## config.mk

```make
export PLATFORM = sky130hd
export DESIGN_NAME = qwrm_div
export DESIGN_NICKNAME = d
export VERILOG_FILES = /design/src/hdl/qwrm_pkg.sv /design/src/hdl/qwrm_div.sv
export SDC_FILE = /design/constraint.sdc
export NUM_CORES = 1
export LEC_CHECK = 0
export BUFFER_PORTS_ARGS = -buffer_cell sky130_fd_sc_hd__buf_2
export CAP_MARGIN = 20
export CELL_PAD_IN_SITES_DETAIL_PLACEMENT = 0
export CELL_PAD_IN_SITES_GLOBAL_PLACEMENT = 1
export CORE_ASPECT_RATIO = 0.8
export CORE_UTILIZATION = 45
export DETAILED_ROUTE_END_ITERATION = 10
export GPL_ROUTABILITY_DRIVEN = 0
export PLACE_DENSITY = 0.86
export SETUP_SLACK_MARGIN = 0.02
export SYNTH_ARGS = -nofsm -noshare
export SYNTH_HDL_FRONTEND = slang
export SYNTH_SLANG_ARGS = --single-unit
```

## constraint.sdc

```tcl
create_clock -name clk -period 3.7 [get_ports clk]
set_input_delay 0.555 -clock clk [delete_from_list [all_inputs] [get_ports clk]]
set_output_delay 0.555 -clock clk [all_outputs]
set_load 0.05 [all_outputs]
```

## src/hdl/qwrm_pkg.sv

```systemverilog
// Shared types and constants for the queue wait / rate monitor.
// Used by qwrm_div and queue_wait_rate_monitor; depends on nothing.
package qwrm_pkg;

    localparam int DEF_FIFO_DEPTH = 256;
    localparam int DEF_TIME_BITS  = 32;

    // Q1.16 unity and divider length (17-bit dividend 65536)
    localparam logic [16:0] ONE_Q16   = 17'd65536;
    localparam int          DIV_STEPS = 17;

    localparam logic [31:0] MAX32 = 32'hFFFF_FFFF;
    localparam logic [47:0] MAX48 = 48'hFFFF_FFFF_FFFF;

    // event kinds
    localparam logic [1:0] KIND_ARRIVAL = 2'd0;
    localparam logic [1:0] KIND_SERVICE = 2'd1;
    localparam logic [1:0] KIND_IDLE    = 2'd2;

    // configuration register indexes
    localparam logic [2:0] REG_ARRIVAL_GAIN  = 3'd0;
    localparam logic [2:0] REG_SERVICE_GAIN  = 3'd1;
    localparam logic [2:0] REG_STARVE_LIMIT  = 3'd2;
    localparam logic [2:0] REG_INIT_ARR_RATE = 3'd3;
    localparam logic [2:0] REG_INIT_SRV_RATE = 3'd4;

    // configuration reset values
    localparam logic [16:0] RST_ARRIVAL_GAIN  = 17'd6554;
    localparam logic [16:0] RST_SERVICE_GAIN  = 17'd6554;
    localparam logic [31:0] RST_STARVE_LIMIT  = 32'd100;
    localparam logic [16:0] RST_INIT_ARR_RATE = 17'd32768;
    localparam logic [16:0] RST_INIT_SRV_RATE = 17'd65536;

    typedef enum logic [2:0] {
        ST_IDLE,
        ST_READ,
        ST_DIV,
        ST_MUL,
        ST_COMMIT
    } qwrm_state_t;

    function automatic logic [16:0] clamp_q16(input logic [16:0] v);
        return (v > ONE_Q16) ? ONE_Q16 : v;
    endfunction

endpackage

```

## src/hdl/qwrm_div.sv

```systemverilog
// Bit-serial restoring divider: 65536 / divisor, one quotient bit per cycle.
// Depends on qwrm_pkg.
module qwrm_div
(
    input  logic        clk,
    input  logic        rst_n,
    input  logic        start,
    input  logic [16:0] divisor,
    output logic        done,
    output logic [16:0] quotient
);

    logic [4:0]  cnt_reg;
    logic        run_reg;
    logic        done_reg;
    logic [16:0] rem_reg;
    logic [16:0] quo_reg;
    logic [16:0] dvs_reg;

    logic [17:0] trial;
    logic        fits;

    assign trial = {rem_reg, quo_reg[16]};
    assign fits  = trial >= {1'b0, dvs_reg};

    always_ff @(posedge clk or negedge rst_n)
    begin
        if (!rst_n)
        begin
            cnt_reg  <= '0;
            run_reg  <= 1'b0;
            done_reg <= 1'b0;
        end
        else
        begin
            done_reg <= run_reg && !start && (cnt_reg == 5'd1);
            if (start)
            begin
                cnt_reg <= 5'(qwrm_pkg::DIV_STEPS);
                run_reg <= 1'b1;
            end
            else if (run_reg)
            begin
                cnt_reg <= cnt_reg - 5'd1;
                if (cnt_reg == 5'd1)
                    run_reg <= 1'b0;
            end
        end
    end

    // dividend bits shift out of quo_reg as quotient bits shift in
    always_ff @(posedge clk)
    begin
        if (start)
        begin
            rem_reg <= '0;
            quo_reg <= qwrm_pkg::ONE_Q16;
            dvs_reg <= divisor;
        end
        else if (run_reg)
        begin
            rem_reg <= fits ? 17'(trial - {1'b0, dvs_reg}) : trial[16:0];
            quo_reg <= {quo_reg[15:0], fits};
        end
    end

    assign done     = done_reg;
    assign quotient = quo_reg;

endmodule

```

==> results.sh, run 1 <==
export IMPL_antenna_found_initial=0
export IMPL_skew_ps=9.76
export IMPL_root_buffer="clkbuf_8"
export IMPL_final_util_pct=54.5
export IMPL_hold_buffers=0
export IMPL_first_pass_iters=4
export IMPL_fmax_mhz=321
export IMPL_clock_path_buffers=2
export IMPL_async_flop_share_pct=12.1
export IMPL_power_mw=2.53
export IMPL_cp_required_ps=3950
export IMPL_num_vias=2435
export IMPL_clk_latency_ps=350
export IMPL_areaGrowthSynthToFinish_pct=14.4
export IMPL_dpl_cell_area_um2=3360
export IMPL_tns_ps=0
export IMPL_rsz0062_at_grt="no"
export IMPL_cts_buffers=9
export IMPL_synthTopCellsByArea="dfxtp_1, edfxtp_1, mux2i_1, ha_1, dfrtp_1"
export IMPL_antenna_left=0
export IMPL_syn_area_um2=3110
export IMPL_startpoint_type="flop"
export IMPL_min_period_ps=3120
export IMPL_layout_drive_gt1_share_pct=18.1
export IMPL_end_kind="flop"
export IMPL_coreArea_um2=6540
export IMPL_initial_core_util_pct=47.6
export IMPL_dieArea_um2=7260
export IMPL_ios=38
export IMPL_yosys_cell_types_count=46
export IMPL_ys_flop_type="dfxtp_1"
export IMPL_wirelength_um=6300
export IMPL_dieWidth_um=95.0
export IMPL_portBuffers=37
export IMPL_status="finished, final reports clean"
export IMPL_critical_path_class="reg2reg"
export IMPL_ys_ff_latch=58
export IMPL_layout_nets=395
export IMPL_synth_nets=358
export IMPL_dp_hpwl_um=4480
export IMPL_cellLeakagePower_nw=1.71
export IMPL_syn_avg_cell_area_um2=9.79
export IMPL_hold_path_class="in2async"
export IMPL_grt_overflow=0
export IMPL_synth_edff_count=17
export IMPL_yosys_area_top_type="dfxtp_1"
export IMPL_grt_pass1_vias=2236
export IMPL_grt_first_pass_wirelength_um=10700
export IMPL_grt_max_degree=45
export IMPL_cts_sinks=58
export IMPL_htree_levels=3
export IMPL_drcViolationCount=0
export IMPL_arrival_ps=3370
export IMPL_antennaDiodeCount=0
export IMPL_worstMarginPinSlew_ps=671
export IMPL_power_density_nw_per_um2=709
export IMPL_cts_tree="done"
export IMPL_maxCapViolCount=0
export IMPL_hold_viol=0
export IMPL_peakVddDrop_uv=276
export IMPL_drt_iter0_drc=141
export IMPL_die_h_um=76.4
export IMPL_design_area_um2=3560
export IMPL_grt_usage_pct=19.3
export IMPL_cts_setup_buffers=0
export IMPL_cts_repair_resize_count=0
export IMPL_clkTransAtPathRegs_ps=60
export IMPL_finalSetupViolCount=0
export IMPL_syn_inst=318
export IMPL_yosysTopAreaCellShare_pct=21.9
export IMPL_finalCritPeriodShare_pct=84.2
export IMPL_path_max_fanout=15
export IMPL_synth_warning_count=0
export IMPL_slew_viol_final=0
export IMPL_seq_area_frac_synth_pct=43.9
export IMPL_relSlewSlack_pct=55.3
export IMPL_num_rows=26
export IMPL_avgRoutedWirePerCell_um=14.2
export IMPL_viasPerCell=5.48
[report_power, final]
| group | switching (mW) | total, mW | internal, mW | leakage, nW |
|---|---|---|---|---|
| clock | 0.249 | 0.587 | 0.338 | 0.105 |
| sequential | 0.110 | 0.884 | 0.774 | 0.526 |
| combinational | 0.588 | 1.06 | 0.468 | 1.08 |
[critical path: stages, from the launching register on]
cell	delay (ps)
dfxtp_1	300
inv_1	80
ha_1	170
inv_1	60
fa_1	400
a21o_1	210
a22o_1	190
or3b_4	430
a211oi_2	270
o21ai_2	260
buf_4	280
mux2i_1	130
a211oi_1	250
[cells by family (layout without fill, tap and decap cells)]
kind of cell / Yosys count / count (layout) / synth area share, %
multiplexers: 26 / 26 / 8.36
XOR/XNOR: 18 / 18 / 5.06
adder cells (fa/ha/maj): 20 / 20 / 8.28
buffers and inverters: 39 / 81 / 5.22
AO/OA/AOI/OAI: 70 / 70 / 16.1
AND/OR/NAND/NOR: 87 / 87 / 13.1
flip-flops: 58 / 58 / 43.9
[Yosys cell counts (4+ instances only)]
library cell  instances
and3_1                4
nor3_1                5
dfxtp_1              34
xnor2_1              12
xor2_1                6
nand2b_1              4
a21oi_1              19
a21o_1                4
a311o_1               4
edfxtp_1             17
nand4_1               4
o211ai_1              4
dfrtp_1               7
mux2i_1              26
a211oi_1             14
nor2_1               36
nand2_1              22
ha_1                 19
inv_1                25
clkbuf_1              8
o21ai_0               7
[path summary, 6_finish.rpt]
kind / from / end / slack (ps) / cells after the start
worst min register to register: rem_reg[16] / rem_reg[16] / 500 / 2
worst min-delay path: rst_n / cnt_reg[3] / 30 / 1
worst max register to register: quotient[16] / rem_reg[8] / 580 / 12
worst max-delay path: quotient[16] / rem_reg[8] / 580 / 12
max in group asynchronous: rst_n / run_reg / 3500 / 1
min in group clk: divisor[3] / dvs_reg[3] / 380 / 1
[per-stage QoR]
stage	hold slack (ps)	cells	setup WS, ps
after floorplan	259	318	757
after global placement	395	428	728
after detailed placement	399	428	627
after CTS	30.9	444	583
after global routing	23.2	444	364
final	32.2	444	585
[cell usage in the layout, fill, tap and decap left out, types with 3 or more instances in the layout]
cell | synthesis | final
nand2_1 | 22 | 22
dfrtp_1 | 7 | 6
a311o_1 | 4 | 4
buf_2 | 1 | 37
edfxtp_1 | 17 | 17
nor4b_1 | 3 | 3
xnor2_1 | 12 | 12
o211ai_1 | 4 | 4
a21oi_1 | 19 | 19
buf_4 | 0 | 3
xor2_1 | 6 | 6
nand4_1 | 4 | 4
and3_1 | 4 | 4
ha_1 | 19 | 19
a211oi_2 | 3 | 3
dfxtp_1 | 34 | 34
a211oi_1 | 14 | 14
nand2b_1 | 4 | 4
inv_1 | 25 | 25
mux2i_1 | 26 | 26
o21ai_0 | 7 | 7
nor2_1 | 36 | 36
clkbuf_8 | 0 | 12
o21a_1 | 3 | 3
nor3_1 | 5 | 5
a21o_1 | 4 | 4
[metal layers]
| metal | GRT usage, % | vias to the layer above | wire [um] |
|---|---|---|---|
| met1 | 26.9 | 1130 | 3180 |
| met5 | 0 | - | 0 |
| met4 | 9.24 | 0 | 127 |
| met3 | 6.79 | 21 | 374 |
| met2 | 26.0 | 69 | 2620 |
| li1 | - | 1215 | - |
[area by class of cell]
cell class	count	area, um^2
multi-input combinational	221	1590
fill	569	2980
clock buffer	15	198
timing repair buffer	40	208
tap	84	105
inverter	25	93.8
sequential	58	1370
clock inverter	1	5.00
Power figures use the tool's default switching activity.
==> inputs of run 2 (changes only) <==
CORE_UTILIZATION = 41   (was 45)
PLACE_DENSITY = 0.83   (was 0.86)
clock period = 2.7 ns   (was 3.7 ns; I/O delays follow)
==> run 2 against run 1 <==
Compared with the run above:
- the flow now finishes with violations (negative setup slack)
- clock power rose by 50%
- worst setup slack got worse by 620 ps
- cell count rose by 8.6%
- core utilization fell by 3.2 points
- clock skew fell by 5.4 ps
- non-clock buffer count rose by 17
- fmax rose by 14%
- combinational power rose by 56%
- critical path type unchanged
- largest power group unchanged
==> results.sh, run 2 (synthesis results as in run 1) <==
export IMPL_hp_start="divisor[3]"
export IMPL_power_density_nw_per_um2=986
export IMPL_cts_tree="done"
export IMPL_rsz0062_at_grt="yes"
export IMPL_swShare_pct=37.1
export IMPL_critical_path_class="reg2reg"
export IMPL_p_comb_share_pct=44.0
export IMPL_layout_setup_ws_ps=-31.1
export IMPL_status="finished with violations"
export IMPL_cts_buffers=9
export IMPL_arrival_ps=2990
export IMPL_antennaDiodeCount=0
export IMPL_skew_ps=4.35
export IMPL_place_ws_ps=-94.1
export IMPL_hold_viol=0
export IMPL_coreArea_um2=7390
export IMPL_max_stage_delay_ps=400
export IMPL_avgRoutedWirePerCell_um=13.6
export IMPL_min_to="dvs_reg[3]"
export IMPL_worstRegToRegCells=12
export IMPL_critPathSlowestCell="or3b_4"
export IMPL_wirelength_um=6540
export IMPL_num_vias=2474
export IMPL_dp_hpwl_um=4650
export IMPL_r2r_end="rem_reg[12]"
export IMPL_antenna_left=0
export IMPL_failed_checks="negative setup slack"
export IMPL_dieArea_um2=7950
export IMPL_power_mw=3.74
export IMPL_layout_nets=412
export IMPL_maxCapViolCount=0
export IMPL_htree_levels=3
export IMPL_r2r_slack_ps=-30
export IMPL_critical_path_top_delay_family="compound AO/OA/AOI/OAI gates"
export IMPL_final_cell_mix="buf_2, nor2_1, dfxtp_1"
export IMPL_die_h_um=80.0
export IMPL_min_path_cells=1
export IMPL_holdWs_ps=233
export IMPL_num_rows=28
export IMPL_cts_sinks=58
export IMPL_relSlewSlack_pct=64.7
export IMPL_p_seq_share_pct=32.3
export IMPL_viasPerCell=5.13
export IMPL_dpl_cell_area_um2=3510
export IMPL_p_switching_mw=1.39
export IMPL_tns_ps=-45.7
export IMPL_dieWidth_um=99.4
export IMPL_ios=38
export IMPL_first_pass_iters=4
export IMPL_finalCritPeriodShare_pct=101
export IMPL_finalSetupViolCount=5
export IMPL_worstReg2RegStart="quotient[16]"
export IMPL_peakVddDrop_uv=331
export IMPL_fmax_mhz=366
export IMPL_final_util_pct=51.3
export IMPL_path_max_fanout=9
export IMPL_areaGrowthSynthToFinish_pct=21.7
export IMPL_initial_core_util_pct=42.1
export IMPL_min_period_ps=2730
export IMPL_grt_max_degree=33
export IMPL_final_common_cell="buf_2"
export IMPL_end_kind="flop"
export IMPL_layout_drive_gt1_share_pct=24.1
export IMPL_clkTransAtPathRegs_ps=70
export IMPL_slew_viol_final=0
export IMPL_drcViolationCount=0
export IMPL_p_int_mw=2.35
export IMPL_drt_iter0_drc=116
export IMPL_grt_usage_pct=17.8
export IMPL_p_clk_share_pct=23.6
export IMPL_clk_latency_ps=340
export IMPL_hold_path_class="in2reg"
export IMPL_worstPathCellList="inv_4 > ha_4 > inv_2 > fa_2 > a21o_1 > a22o_1 > or3b_4 > a211oi_4 > o21ai_4 > buf_6 > and2_4 > a211oi_2"
export IMPL_antenna_found_initial=0
export IMPL_cellLeakagePower_nw=1.80
export IMPL_startpoint_type="flop"
export IMPL_worstMarginPinSlew_ps=525
export IMPL_portBuffers=37
export IMPL_grt_first_pass_wirelength_um=11100
export IMPL_grt_overflow=0
export IMPL_grt_pass1_vias=2345
export IMPL_place_inst=463
export IMPL_clock_path_buffers=2
export IMPL_critPathBufInv=3
export IMPL_root_buffer="clkbuf_8"
export IMPL_cp_required_ps=2960
export IMPL_stdcell_count=482
export IMPL_design_area_um2=3790
## run 2: cell types whose count changed in the layout (fill, tap and decap cells not counted), sizes merged
cell         previous run  this run
bufinv                  0         2
dlygate4sd3             0         1
buf                    40        56
clkinv                  1         3
clkinvlp                0         2
clkbuf                 15         9
## run 2: layout make-up
type,instances,area [um^2]
Timing Repair Buffer,57,342
Clock inverter,7,93.8
Multi-Input combinational cell,221,1630
Clock buffer,9,124
Tap cell,105,131
Inverter,25,96.3
Sequential cell,58,1370
Fill cell,697,3600
## run 2: power by group through the flow
stage | Combinational [mW] | Clock (mW) | Sequential, mW
floorplan | 1.19 | 0 | 1.23
global placement | 1.54 | 0 | 1.22
detailed placement | 1.56 | 0 | 1.22
CTS | 1.61 | 0.904 | 1.21
global route | 1.82 | 0.947 | 1.23
finish | 1.65 | 0.883 | 1.21
## run 2: per-layer routing
layer	routed length, um	up-vias	global-route usage, %
met2	2860	47	26.5
li1	-	1248	-
met1	3290	1174	24.1
met5	0	-	0
met3	354	5	6.30
met4	42	0	5.15
## run 2: worst max-delay path by stage
stage,start,end,slack [ps],depth (start not counted)
floorplan,quotient[16],rem_reg[15],40,11
global placement,quotient[16],rem_reg[12],-8,12
detailed placement,quotient[16],rem_reg[9],-90,12
CTS,quotient[16],rem_reg[12],-30,12
global route,quotient[16],rem_reg[5],-150,12
finish,quotient[16],rem_reg[12],-30,12
## run 2: worst reg2reg max path, stage by stage (launching register included)
cell and delay [ps]:
dfxtp_4 350, inv_4 60, ha_4 130, inv_2 30, fa_2 330, a21o_1 180, a22o_1 190, or3b_4 400
a211oi_4 270, o21ai_4 130, buf_6 190, and2_4 170, a211oi_2 220
## run 2: timing repair
item,CTS,global route
pin swaps,1,3
resized for setup,3,3
hold endpoints to repair,7,0
hold buffers,1,0
buffers inserted,1,1
endpoints found under the setup margin,15,18
==> inputs of run 3 (changes only) <==
BUFFER_PORTS_ARGS = default   (was -buffer_cell sky130_fd_sc_hd__buf_2)
CELL_PAD_IN_SITES_GLOBAL_PLACEMENT = 2   (was 1)
CORE_UTILIZATION = 36   (was 41)
DONT_BUFFER_PORTS = 1   (was default)
PLACE_DENSITY = 0.82   (was 0.83)
==> run 3 against run 2 <==
Compared with the run above:
- the flow still finishes with violations (negative setup slack)
- total power decreased by 2.9%
- sequential power increased by 3%
- clock skew rose by 6.4 ps
- die area grew 14%
- clock power is 13% lower
- fmax grew 0.35%
- combinational power decreased by 2%
- sequential share of layout area grew 1.6 points
- register-to-register slack barely moved
- worst setup slack improved by 9.6 ps
- critical path type unchanged
- largest cell class unchanged
- largest power group unchanged
==> results.sh, run 3 (synthesis results as in run 1) <==
export IMPL_initial_core_util_pct=38.1
export IMPL_peakVddDrop_uv=434
export IMPL_r2r_end="rem_reg[15]"
export IMPL_min_period_ps=2720
export IMPL_cts_tree="done"
export IMPL_root_buffer="clkbuf_8"
export IMPL_critPathSlowestCell="or3b_4"
export IMPL_path_max_fanout=7
export IMPL_power_density_nw_per_um2=998
export IMPL_rsz0062_at_grt="yes"
export IMPL_layout_drive_gt1_share_pct=17.0
export IMPL_worstPathCellList="inv_4 > ha_4 > inv_2 > fa_2 > a21o_1 > a22o_1 > or3b_4 > a211oi_4 > o21ai_4 > and3_1 > a311o_1"
export IMPL_finalSetupViolCount=6
export IMPL_worstRegToRegCells=11
export IMPL_grt_usage_pct=16.3
export IMPL_dp_hpwl_um=4510
export IMPL_cts_buffers=9
export IMPL_swShare_pct=37.6
export IMPL_cts_sinks=58
export IMPL_dieWidth_um=106
export IMPL_final_util_pct=44.5
export IMPL_ios=38
export IMPL_skew_ps=10.8
export IMPL_maxCapViolCount=0
export IMPL_p_comb_share_pct=44.4
export IMPL_drcViolationCount=0
export IMPL_p_seq_share_pct=34.3
export IMPL_clock_path_buffers=2
export IMPL_relSlewSlack_pct=62.4
export IMPL_hold_path_class="in2reg"
export IMPL_place_ws_ps=-56.0
export IMPL_wirelength_um=6560
export IMPL_critical_path_class="reg2reg"
export IMPL_arrival_ps=2960
export IMPL_avgRoutedWirePerCell_um=14.4
export IMPL_first_pass_iters=4
export IMPL_htree_levels=3
export IMPL_r2r_slack_ps=-20
export IMPL_fmax_mhz=367
export IMPL_cp_required_ps=2930
export IMPL_portBuffers=0
export IMPL_p_switching_mw=1.36
export IMPL_end_kind="flop"
export IMPL_hold_viol=0
export IMPL_layout_setup_ws_ps=-21.4
export IMPL_coreArea_um2=8160
export IMPL_antennaDiodeCount=0
export IMPL_startpoint="quotient[16]"
export IMPL_slew_viol_final=0
export IMPL_worstMarginPinSlew_ps=563
export IMPL_viasPerCell=5.08
export IMPL_failed_checks="negative setup slack"
export IMPL_endpoint="rem_reg[15]"
export IMPL_startpoint_type="flop"
export IMPL_die_h_um=85.2
export IMPL_holdWs_ps=131
export IMPL_layout_nets=382
export IMPL_final_common_cell="nor2_1"
export IMPL_drt_iter0_drc=102
export IMPL_status="finished with violations"
export IMPL_antenna_left=0
export IMPL_grt_pass1_vias=2204
export IMPL_p_int_mw=2.26
export IMPL_num_vias=2311
export IMPL_grt_overflow=0
export IMPL_max_stage_delay_ps=400
export IMPL_worstReg2RegStart="quotient[16]"
export IMPL_clkTransAtPathRegs_ps=70
export IMPL_p_clk_share_pct=21.3
export IMPL_final_cell_mix="nor2_1, dfxtp_1, mux2i_1"
export IMPL_antenna_found_initial=0
export IMPL_grt_max_degree=58
export IMPL_cellLeakagePower_nw=1.64
export IMPL_areaGrowthSynthToFinish_pct=16.6
export IMPL_finalCritPeriodShare_pct=101
export IMPL_grt_first_pass_wirelength_um=11200
export IMPL_power_mw=3.63
export IMPL_num_rows=29
export IMPL_dieArea_um2=9030
export IMPL_clk_latency_ps=350
## run 3: cell count changes in the layout (fill, tap and decap cells not counted), sizes merged
| cell | change |
|---|---|
| buf | -30 |
| bufinv | -1 |
| clkbuf | +1 |
## run 3: metrics by stage
step	instances	instance area, um^2	TNS [ps]
after floorplan	318	3140	0
after global placement	431	3350	0
after detailed placement	431	3350	-290
after CTS	452	3600	-34.2
after global routing	455	3630	-1860
final	455	3630	-45.4
## run 3: how the worst min path moves through the flow
stage	start	to	depth (start not counted)
after floorplan	rst_n	cnt_reg[0]	0
after global placement	rst_n	cnt_reg[1]	0
after detailed placement	rst_n	cnt_reg[1]	0
after CTS	start	rem_reg[12]	1
after global routing	start	cnt_reg[1]	1
final	start	rem_reg[10]	1
## run 3: cell type report
cell class | instances | area, um^2
Fill cell | 818 | 4530
Clock inverter | 6 | 58.8
Multi-Input combinational cell | 221 | 1630
Tap cell | 108 | 135
Sequential cell | 58 | 1370
Timing Repair Buffer | 27 | 213
Inverter | 25 | 96.3
Clock buffer | 10 | 128
## run 3: layer usage
| metal | global-route usage [%] | share of wire (%) | vias up |
|---|---|---|---|
| met4 | 6.82 | 1.6 | 0 |
| met5 | 0 | 0 | - |
| li1 | - | - | 1186 |
| met1 | 23.5 | 54 | 1078 |
| met2 | 21.3 | 40 | 36 |
| met3 | 6.14 | 4.4 | 11 |
## run 3: power by group through the flow
stage | clock, mW | sequential (mW) | combinational (mW)
after detailed placement | 0 | 1.26 | 1.51
after floorplan | 0 | 1.23 | 1.19
after global placement | 0 | 1.26 | 1.50
after CTS | 0.799 | 1.24 | 1.59
after global routing | 0.841 | 1.26 | 1.79
final | 0.772 | 1.25 | 1.61
## run 3: worst max-delay path: cells and delay by family (launching register included)
kind,cells,cell delay (ps)
and+or+nand+nor,2,600
buffers and inverters,2,90
DFF,1,350
adders and majority gates,2,460
AOI/OAI and AO/OA,5,1110
## run 3: timing repair
action | 4_1_cts | 5_1_grt
setup endpoints to repair | 16 | 17
buffers inserted | 4 | 3
pin swaps | 3 | 14
hold buffers | 1 | 0
gates resized for setup | 6 | 1
hold endpoints to repair | 7 | 0
